$ cat config.mk
export PLATFORM = sky130hd
export DESIGN_NAME = json_string_escaper_unit
export DESIGN_NICKNAME = d
export VERILOG_FILES = /design/src/jse_pkg.sv /design/src/json_string_escaper_unit.sv /design/src/jse_expand.sv
export SDC_FILE = /design/constraint.sdc
export NUM_CORES = 1
export LEC_CHECK = 0
export BUFFER_PORTS_ARGS = -buffer_cell sky130_fd_sc_hd__buf_4
export CAP_MARGIN = 40
export CORE_MARGIN = 2
export CORE_UTILIZATION = 50
export CTS_CLUSTER_DIAMETER = 30
export CTS_CLUSTER_SIZE = 40
export DETAILED_ROUTE_END_ITERATION = 16
export PLACE_DENSITY = 0.77
export SLEW_MARGIN = 20
export SYNTH_ARGS = -nofsm -noshare
export SYNTH_HDL_FRONTEND = slang
export SYNTH_SLANG_ARGS = --single-unit
$ cat constraint.sdc
create_clock -name i_clk -period 7.9 [get_ports i_clk]
set_input_delay 0.395 -clock i_clk [delete_from_list [all_inputs] [get_ports i_clk]]
set_output_delay 0.395 -clock i_clk [all_outputs]
set_load 0.1 [all_outputs]
$ cat src/jse_pkg.sv
// Shared types and character constants for the JSON string escaper.
// No dependencies; used by jse_expand and json_string_escaper_unit.
package jse_pkg;

    localparam int unsigned RunMax = 8;
    localparam int unsigned IdxW   = $clog2(RunMax);

    localparam logic [7:0] ChQuote = 8'h22;
    localparam logic [7:0] ChBslash = 8'h5C;
    localparam logic [7:0] ChB     = 8'h62;
    localparam logic [7:0] ChT     = 8'h74;
    localparam logic [7:0] ChN     = 8'h6E;
    localparam logic [7:0] ChF     = 8'h66;
    localparam logic [7:0] ChR     = 8'h72;
    localparam logic [7:0] ChU     = 8'h75;
    localparam logic [7:0] ChZero  = 8'h30;
    localparam logic [7:0] ChUpA   = 8'h41;

    // Control bytes with a short escape form, and the first byte above the control range
    localparam logic [7:0] CtlBs    = 8'h08;
    localparam logic [7:0] CtlTab   = 8'h09;
    localparam logic [7:0] CtlLf    = 8'h0A;
    localparam logic [7:0] CtlFf    = 8'h0C;
    localparam logic [7:0] CtlCr    = 8'h0D;
    localparam logic [7:0] CtlSpace = 8'h20;

    typedef struct packed {
        logic [7:0] ch;
        logic       first_char;
        logic       last_char;
        logic       empty_string;
    } t_in_word;

    typedef struct packed {
        logic [7:0] out_byte;
        logic       last_of_run;
    } t_out_word;

    // Expanded output run for one input word
    typedef struct packed {
        logic [RunMax-1:0][7:0] bytes;
        logic [IdxW-1:0]        last_idx;
    } t_run;

endpackage

$ cat src/json_string_escaper_unit.sv
// JSON string escaper top level: input register, run expansion, output register.
// Depends on jse_pkg and jse_expand.
//
// Usage: one raw string byte per input word (i_in_word) with first/last flags,
// or an empty_string word that yields two quotes. Each input word produces a
// run of 1 to 8 output words (o_out_word); the final word of a run carries
// last_of_run. Both channels are valid/stall: a word moves on a rising edge
// with valid high and stall low.
// The first output word of a run passes through the input register, then the
// output register. Throughput: one output word per cycle while the receiver
// does not stall. An input word holds the input register until the last
// byte of its run is loaded, so plain bytes flow at one per cycle and
// escapes stall the input. The output register drives the run from the
// input register through a 3-bit byte index.
// Reset (synchronous, active low) empties both registers and clears the index.
// When the receiver stalls, the output word holds, the index stops, and the
// input stalls once its register is occupied.
module json_string_escaper_unit (
    input  logic                i_clk,
    input  logic                i_rst_n,
    input  logic                i_in_valid,
    output logic                o_in_stall,
    input  jse_pkg::t_in_word   i_in_word,
    output logic                o_out_valid,
    input  logic                i_out_stall,
    output jse_pkg::t_out_word  o_out_word
);

    logic                     r_in_valid, n_in_valid;
    jse_pkg::t_in_word        r_in_word;
    logic [jse_pkg::IdxW-1:0] r_idx, n_idx;
    logic                     r_out_valid, n_out_valid;
    jse_pkg::t_out_word       r_out_word, n_out_word;
    jse_pkg::t_run            run;
    logic                     load;
    logic                     done;

    jse_expand u_expand (
        .i_word (r_in_word),
        .o_run  (run)
    );

    assign load       = r_in_valid && (!r_out_valid || !i_out_stall);
    assign done       = load && (r_idx == run.last_idx);
    assign o_in_stall = r_in_valid && !done;

    always_comb begin
        n_in_valid  = o_in_stall ? r_in_valid : i_in_valid;
        n_idx       = r_idx;
        n_out_valid = r_out_valid && i_out_stall;
        n_out_word  = r_out_word;
        if (load) begin
            n_idx                  = done ? '0 : r_idx + jse_pkg::IdxW'(1);
            n_out_valid            = 1'b1;
            n_out_word.out_byte    = run.bytes[r_idx];
            n_out_word.last_of_run = done;
        end
    end

    always_ff @(posedge i_clk) begin
        if (!i_rst_n) begin
            r_in_valid  <= 1'b0;
            r_idx       <= '0;
            r_out_valid <= 1'b0;
        end else begin
            r_in_valid  <= n_in_valid;
            r_idx       <= n_idx;
            r_out_valid <= n_out_valid;
        end
    end

    always_ff @(posedge i_clk) begin
        if (i_in_valid && !o_in_stall) begin
            r_in_word <= i_in_word;
        end
        r_out_word <= n_out_word;
    end

    assign o_out_valid = r_out_valid;
    assign o_out_word  = r_out_word;

    a_idx_needs_word: assert property (@(posedge i_clk) disable iff (!i_rst_n)
        (r_idx != '0) |-> r_in_valid)
        else $error("byte index advanced with no input word held");

    a_idx_in_run: assert property (@(posedge i_clk) disable iff (!i_rst_n)
        r_in_valid |-> (r_idx <= run.last_idx))
        else $error("byte index past end of run");

    a_done_rewinds: assert property (@(posedge i_clk) disable iff (!i_rst_n)
        done |=> (r_idx == '0))
        else $error("byte index not rewound after run end");

    a_last_flag: assert property (@(posedge i_clk) disable iff (!i_rst_n)
        load |=> (o_out_word.last_of_run == (r_idx == '0)))
        else $error("last_of_run disagrees with run completion");

endmodule

$ cat src/jse_expand.sv
// Combinational expansion of one input word into its quoted, escaped byte run.
// Depends on jse_pkg.
module jse_expand (
    input  jse_pkg::t_in_word i_word,
    output jse_pkg::t_run     o_run
);

    logic [jse_pkg::RunMax-1:0][7:0] esc;
    logic [jse_pkg::IdxW-1:0]        esc_last;
    logic [7:0]                      sub;

    function automatic logic [7:0] hex_digit(input logic [3:0] v);
        hex_digit = (v < 4'd10) ? (jse_pkg::ChZero + {4'd0, v})
                                : (jse_pkg::ChUpA + {4'd0, v} - 8'd10);
    endfunction

    always_comb begin
        case (i_word.ch)
            jse_pkg::CtlBs:    sub = jse_pkg::ChB;
            jse_pkg::CtlTab:   sub = jse_pkg::ChT;
            jse_pkg::CtlLf:    sub = jse_pkg::ChN;
            jse_pkg::CtlFf:    sub = jse_pkg::ChF;
            jse_pkg::CtlCr:    sub = jse_pkg::ChR;
            jse_pkg::ChQuote:  sub = jse_pkg::ChQuote;
            jse_pkg::ChBslash: sub = jse_pkg::ChBslash;
            default:           sub = 8'h00;
        endcase
    end

    // Escape body without quotes
    always_comb begin
        esc = '0;
        if (sub != 8'h00) begin
            esc[0]   = jse_pkg::ChBslash;
            esc[1]   = sub;
            esc_last = jse_pkg::IdxW'(1);
        end else if (i_word.ch < jse_pkg::CtlSpace) begin
            esc[0]   = jse_pkg::ChBslash;
            esc[1]   = jse_pkg::ChU;
            esc[2]   = jse_pkg::ChZero;
            esc[3]   = jse_pkg::ChZero;
            esc[4]   = hex_digit(i_word.ch[7:4]);
            esc[5]   = hex_digit(i_word.ch[3:0]);
            esc_last = jse_pkg::IdxW'(5);
        end else begin
            esc[0]   = i_word.ch;
            esc_last = '0;
        end
    end

    always_comb begin
        logic [jse_pkg::IdxW-1:0] k;
        for (int p = 0; p < jse_pkg::RunMax; p++) begin
            k = jse_pkg::IdxW'(p) - jse_pkg::IdxW'(i_word.first_char);
            if (i_word.empty_string || (i_word.first_char && p == 0) || k > esc_last) begin
                o_run.bytes[p] = jse_pkg::ChQuote;
            end else begin
                o_run.bytes[p] = esc[k];
            end
        end
        if (i_word.empty_string) begin
            o_run.last_idx = jse_pkg::IdxW'(1);
        end else begin
            o_run.last_idx = esc_last + jse_pkg::IdxW'(i_word.first_char)
                           + jse_pkg::IdxW'(i_word.last_char);
        end
    end

endmodule
======== Yosys cells after proc, flatten, opt, wreduce, memory -nomap -nowiden ========
Index checks and enable logic that the tools add are counted.
word-level totals
  flip-flop bits (word level) ............. 25
  input bits .............................. 15
  logic and storage cells ................. 112
cells by class
  add/subtract/negate cells ............... 17
  magnitude comparators ................... 20
  eq/ne operators ......................... 8
  mux-type cells .......................... 38
  reductions and logical operators ........ 20
operator list
  operator             count
  $bmux 8 s3           9
  $mux 8               20
  $pmux 7 s7           1
  $eq 8x4->1 const B   5
  $mux 40              1
  $lt 3x4->1 const B   9
  $mux 32              1
  $gt 3x3->1           8
  $add 7x4->8 const A  2
  $mux 16              1
  $sub 8x4->8 const B  2
  $add 6x4->7 const A  2
  $mux 3               4
  $logic_or 1x1->1     10
  $eq 8x6->1 const B   1
  $eq 8x7->1 const B   1
  $lt 4x4->1 const B   2
  $lt 8x6->1 const B   1
  $reduce_bool 8->1    1
  $add 3x1->3          2
  $sub 2x1->3 const A  2
  $sub 3x1->3 const A  2
  $logic_and 1x1->1    5
  $logic_not 1->1      4
  other kinds (6)      7

======== Longest topological paths before layout ========
  depth in word-level cells ............... 13
  mapped depth ............................ 13
  depth with buffers taken out ............ 13

======== Modules after synthesis ========
Synthesis repeated with hierarchy kept, for this count alone.
unflattened totals
  cell total of the unflattened synthesis .. 267
  area, all modules ....................... 2655.0 µm²
modules (own cells, without submodules)
  module                    times used  cells an instance  area an instance (µm²)  seq. area each (µm²)
  json_string_escaper_unit  1           83                 1442.6                  700.7
  jse_expand                1           184                1212.4                  0.0

======== Least setup slack after synthesis ========
Ideal clock, no wire load.
  path kind ............................... reg-to-output
  from .................................... reg r_in_word[8] (netlist name)
  to ...................................... out o_in_stall
  arrival time ............................ 3.806 ns
  path slack .............................. 3.699 ns
  cell stages (with the launch flop) ...... 13
  cell sequence ........................... edfxtp_1 -> inv_1 -> ha_1 -> nand2_1 -> nor4_2 -> a211o_1 -> fa_1 -> nand4_1 -> o31a_1 -> o32ai_1 -> and3_1 -> buf_2 -> nor2_1
between the ends
  longest elaborated chain between the ends .. 11
  elaborated cells between the ends (all ways) .. 19
ends and longest elaborated chain
  what                                      line                            text
  start, declared                           json_string_escaper_unit.sv:30  jse_pkg::t_in_word r_in_word;
  start signal, assigned                    json_string_escaper_unit.sv:74  r_in_word <= i_in_word;
  $eq 8x7->1, or another cell as far along  jse_expand.sv:18                case (i_word.ch)
  $pmux 7 s7                                jse_expand.sv:18
  $reduce_bool 8->1                         jse_expand.sv:33                if (sub != 8'h00) begin
  $mux 3 (*)                                jse_expand.sv:33
  $add 3x1->3 (*)                           jse_expand.sv:64                o_run.last_idx = esc_last + jse_pkg::IdxW'(i_word.first_char)
  $add 3x1->3 (*)                           jse_expand.sv:65                + jse_pkg::IdxW'(i_word.last_char);
  $mux 3 (*)                                jse_expand.sv:61                if (i_word.empty_string) begin
  $eq 3x3->1 (*)                            json_string_escaper_unit.sv:44  assign done = load && (r_idx == run.last_idx);
  $logic_and 1x1->1 (*)                     json_string_escaper_unit.sv:44
  via done                                  json_string_escaper_unit.sv:36  logic done;
  $logic_not 1->1 (*)                       json_string_escaper_unit.sv:45  assign o_in_stall = r_in_valid && !done;
  $logic_and 1x1->1 (*)                     json_string_escaper_unit.sv:45
  end, declared                             json_string_escaper_unit.sv:22  output logic o_in_stall,
The timed path passes the listed nets; every way through them passes the cells marked *.

======== Final worst setup path ========
  from .................................... reg r_in_word[4] (netlist name)
  to ...................................... out o_in_stall
between the ends
  longest elaborated chain between the ends .. 11
  elaborated cells between the ends (all ways) .. 19
ends and longest elaborated chain
  what                                      line
  $eq 8x7->1, or another cell as far along  jse_expand.sv:18
  $pmux 7 s7                                jse_expand.sv:18
  $reduce_bool 8->1                         jse_expand.sv:33
  $mux 3 (*)                                jse_expand.sv:33
  $add 3x1->3 (*)                           jse_expand.sv:64
  $add 3x1->3 (*)                           jse_expand.sv:65
  $mux 3 (*)                                jse_expand.sv:61
  $eq 3x3->1 (*)                            json_string_escaper_unit.sv:44
  $logic_and 1x1->1 (*)                     json_string_escaper_unit.sv:44
  $logic_not 1->1 (*)                       json_string_escaper_unit.sv:45
  $logic_and 1x1->1 (*)                     json_string_escaper_unit.sv:45
Mark *: on every way between the ends. The rest lies on a longest branch, timed or not.

==> flow_summary.ini <==
[hold_path]
hold_path_end = r_in_word[5]
hold_path.class = input pin to flip-flop
hold_depth = 1
min_from = i_in_word[5]

[power]
power_density_mw_per_mm2 = 163.8
ir_drop_mv = 0.1097
p_leak_nw = 0.9146
p_total_mw = 0.3848

[global_routing]
grt_max_degree = 17
grt_pass1_wl_mm = 8.100
grt_util_met2_pct = 36.90
overflow = 0
busiest_layer = met2
track_usage_pct = 22.92
grt_pass1_vias = 1701
use_met3_pct = 3.084
antenna_found_initial = 0
gr-usage-met1_pct = 31.21

[synth]
synthXorXnorAreaFrac_pct = 1.257
synth_compound_area_share_pct = 24.13
synthTopCellsByArea = edfxtp_1 (29%), ha_1 (9.6%), dfxtp_1 (4.8%)
synth_top_family_by_area = simple AND/OR/NAND/NOR gates
synthAdderAreaFrac_pct = 10.54
synth_flop_cell = edfxtp_1
synth_seq_cells = 25
yosysTopAreaCellShare_pct = 28.74
post-synth-top-count-cell = nand2_1
yosysUniqueCellTypes = 61
netlist_instances = 228
syn_area_mm2 = 0.002090
yosys.area_share.simple_pct = 26.17
ys_async_sr_fraction_pct = 0
synth_edf_count = 20
yosysSeqAreaShare_pct = 33.53
yosys-top-cells-count = nand2_1 (22), edfxtp_1 (20), ha_1 (16), nor2_1 (15), a21oi_1 (12)
ys_warn_count = 0
synth.net_count = 260
muxShareOfSynthArea_pct = 0
synth_top_area_cell = edfxtp_1
avgSynthCellArea_um2 = 9.164

[finish]
area_growth_pct = 12.45
antenna_cells = 0
post-route-util_pct = 58.74
fin_nets = 281
drive_above_1_share_pct = 18.15

[routing]
via_per_inst = 6.450
detail_route.first_pass.iterations = 5
vias = 1922
wire_per_inst_um = 17.03
routed_wl_mm = 5.075
ant_nets = 0
drtIter0Drc = 246
drc = 0

[place]
dp_slack_ns = 4.127
place.gp.congestion = 1.006
hpwlAfterDp_mm = 3.820
portBuffers = 25

[floorplan]
dieArea_mm2 = 0.004712
chipHeight_um = 68.65
fp.dieW_um = 68.65
core_mm2 = 0.004000
pin_count = 26
placementRows = 23
initial_utilization_pct = 52.24

[critical_path]
cp_max_fo = 8
required_ns = 7.51
path_class = flip-flop to output port
cp.arrival_ns = 3.63
rr_worst_depth = 11
worst_setup_path_start_kind = flip-flop
cp-startpoint = r_in_word[4]
rr_endpoint = r_in_word[4]
reg2reg_from = r_in_word[4]
cp-end-kind = output port
r2r_slack_ns = 4.09

[timing]
clock_skew_ns = 0.004098
hold_viol = 0
worstMarginPinSlew_ns = 0.6019
setup_slack_ns = 3.880
relSlewSlack_pct = 59.74
finalCritPeriodShare_pct = 50.89
rsz0062_at_grt = no
clock.fmax_mhz = 248.8
report.final.slew_viol_count = 0
setup_viol_count_final = 0
totalNegativeSetupSlack_ns = 0
fin_crit_ns = 4.020

[cts]
ctsHtreeMaxLevel = 1
clk_pin_slew_ns = 0.09
cts-buffers-inserted = 3
cts_tree = yes
cts_sinks = 25
cts.repair.resized = 0
cts_root_buf = clkbuf_8
cts_hold_buf = 0
clk-insertion-delay-late_ns = 0.27
post_cts_buffers = 0
cts.path.max_buffers = 2

[run_status]
status = finished, final reports clean

[job]
maxCapViolCount = 0
[critical path: stages, from the launching register on]
cell and delay [ns]:
edfxtp_1 0.49, inv_1 0.13, ha_1 0.27, nand4_1 0.25, nand3_1 0.12, a211o_1 0.44, fa_1 0.47, xor2_1 0.18
o31a_1 0.26, o32ai_1 0.11, and3_1 0.33, nor2_1 0.06, buf_4 0.23
[sequential cells by signal (all words and copies together), names as in the netlist]
name,flops
o_out_valid,1
o_out_word,9
r_idx,3
r_in_valid,1
r_in_word,11
[where the power goes]
group	internal, mW	switching (mW)
Combinational	0.0414	0.0930
Sequential	0.156	0.0165
Clock	0.0361	0.0415
Total	0.234	0.151
[cell usage in the layout, fill, tap and decap left out, types with 2 or more instances in the layout]
master	netlist	layout
a21oi_1	12	12
o211a_1	2	2
nor4_2	2	2
buf_4	0	26
and3_1	3	3
a211oi_1	2	2
a22oi_1	2	2
o211ai_1	5	5
nand2_1	22	22
nand4b_1	4	4
o21ai_1	5	5
clkbuf_8	0	3
nand4_1	6	6
inv_1	11	11
o21ai_0	8	8
dfxtp_1	5	5
nor2b_1	7	7
o311a_1	2	2
or2_2	3	3
o221ai_1	2	2
xnor2_1	2	2
nand3_1	8	8
edfxtp_1	20	20
o31ai_1	3	3
nand2b_1	6	6
ha_1	16	16
o31a_1	2	2
nor3_1	5	5
a31oi_1	4	4
nor2_1	15	15
o22ai_1	3	3
inv_2	2	2
[metrics by stage]
stage,hold WS [ns],instance area [um2],cells
2_1_floorplan,0.4411,2090,228
3_3_place_gp,0.4634,2305,294
3_5_place_dp,0.4715,2305,294
4_1_cts,0.2897,2350,298
5_1_grt,0.2843,2350,298
6_report,0.2908,2350,298
[routing by layer]
metal / part of all wire [%] / up-vias
met5: 0 / -
met4: 3.1 / 0
met3: 9.2 / 27
met2: 45 / 141
met1: 42 / 852
li1: - / 902
[cells by family (layout without fill, tap and decap cells)]
logic type      after synthesis  count (layout)
flops                        25              25
buf+inv                      23              43
xor+xnor                      3               3
fa+ha+maj                    17              17
compound gates               70              70
simple gates                 90              90
[worst max-delay path by stage]
stage / end / slack, ns / cells past startpoint
floorplan: o_in_stall / 3.70 / 12
global placement: r_in_word[5] / 4.25 / 11
detailed placement: r_in_word[5] / 4.13 / 10
CTS: o_in_stall / 3.90 / 12
global route: o_in_stall / 3.73 / 12
finish: o_in_stall / 3.88 / 12
[layout make-up]
class	count	area (um2)
Multi-Input combinational cell	180	1297
Sequential cell	25	700.7
Inverter	13	48.80
Fill cell	361	1650
Tap cell	50	62.56
Clock buffer	4	45.04
Timing Repair Buffer	26	195.2
Power figures use the tool's default switching activity.
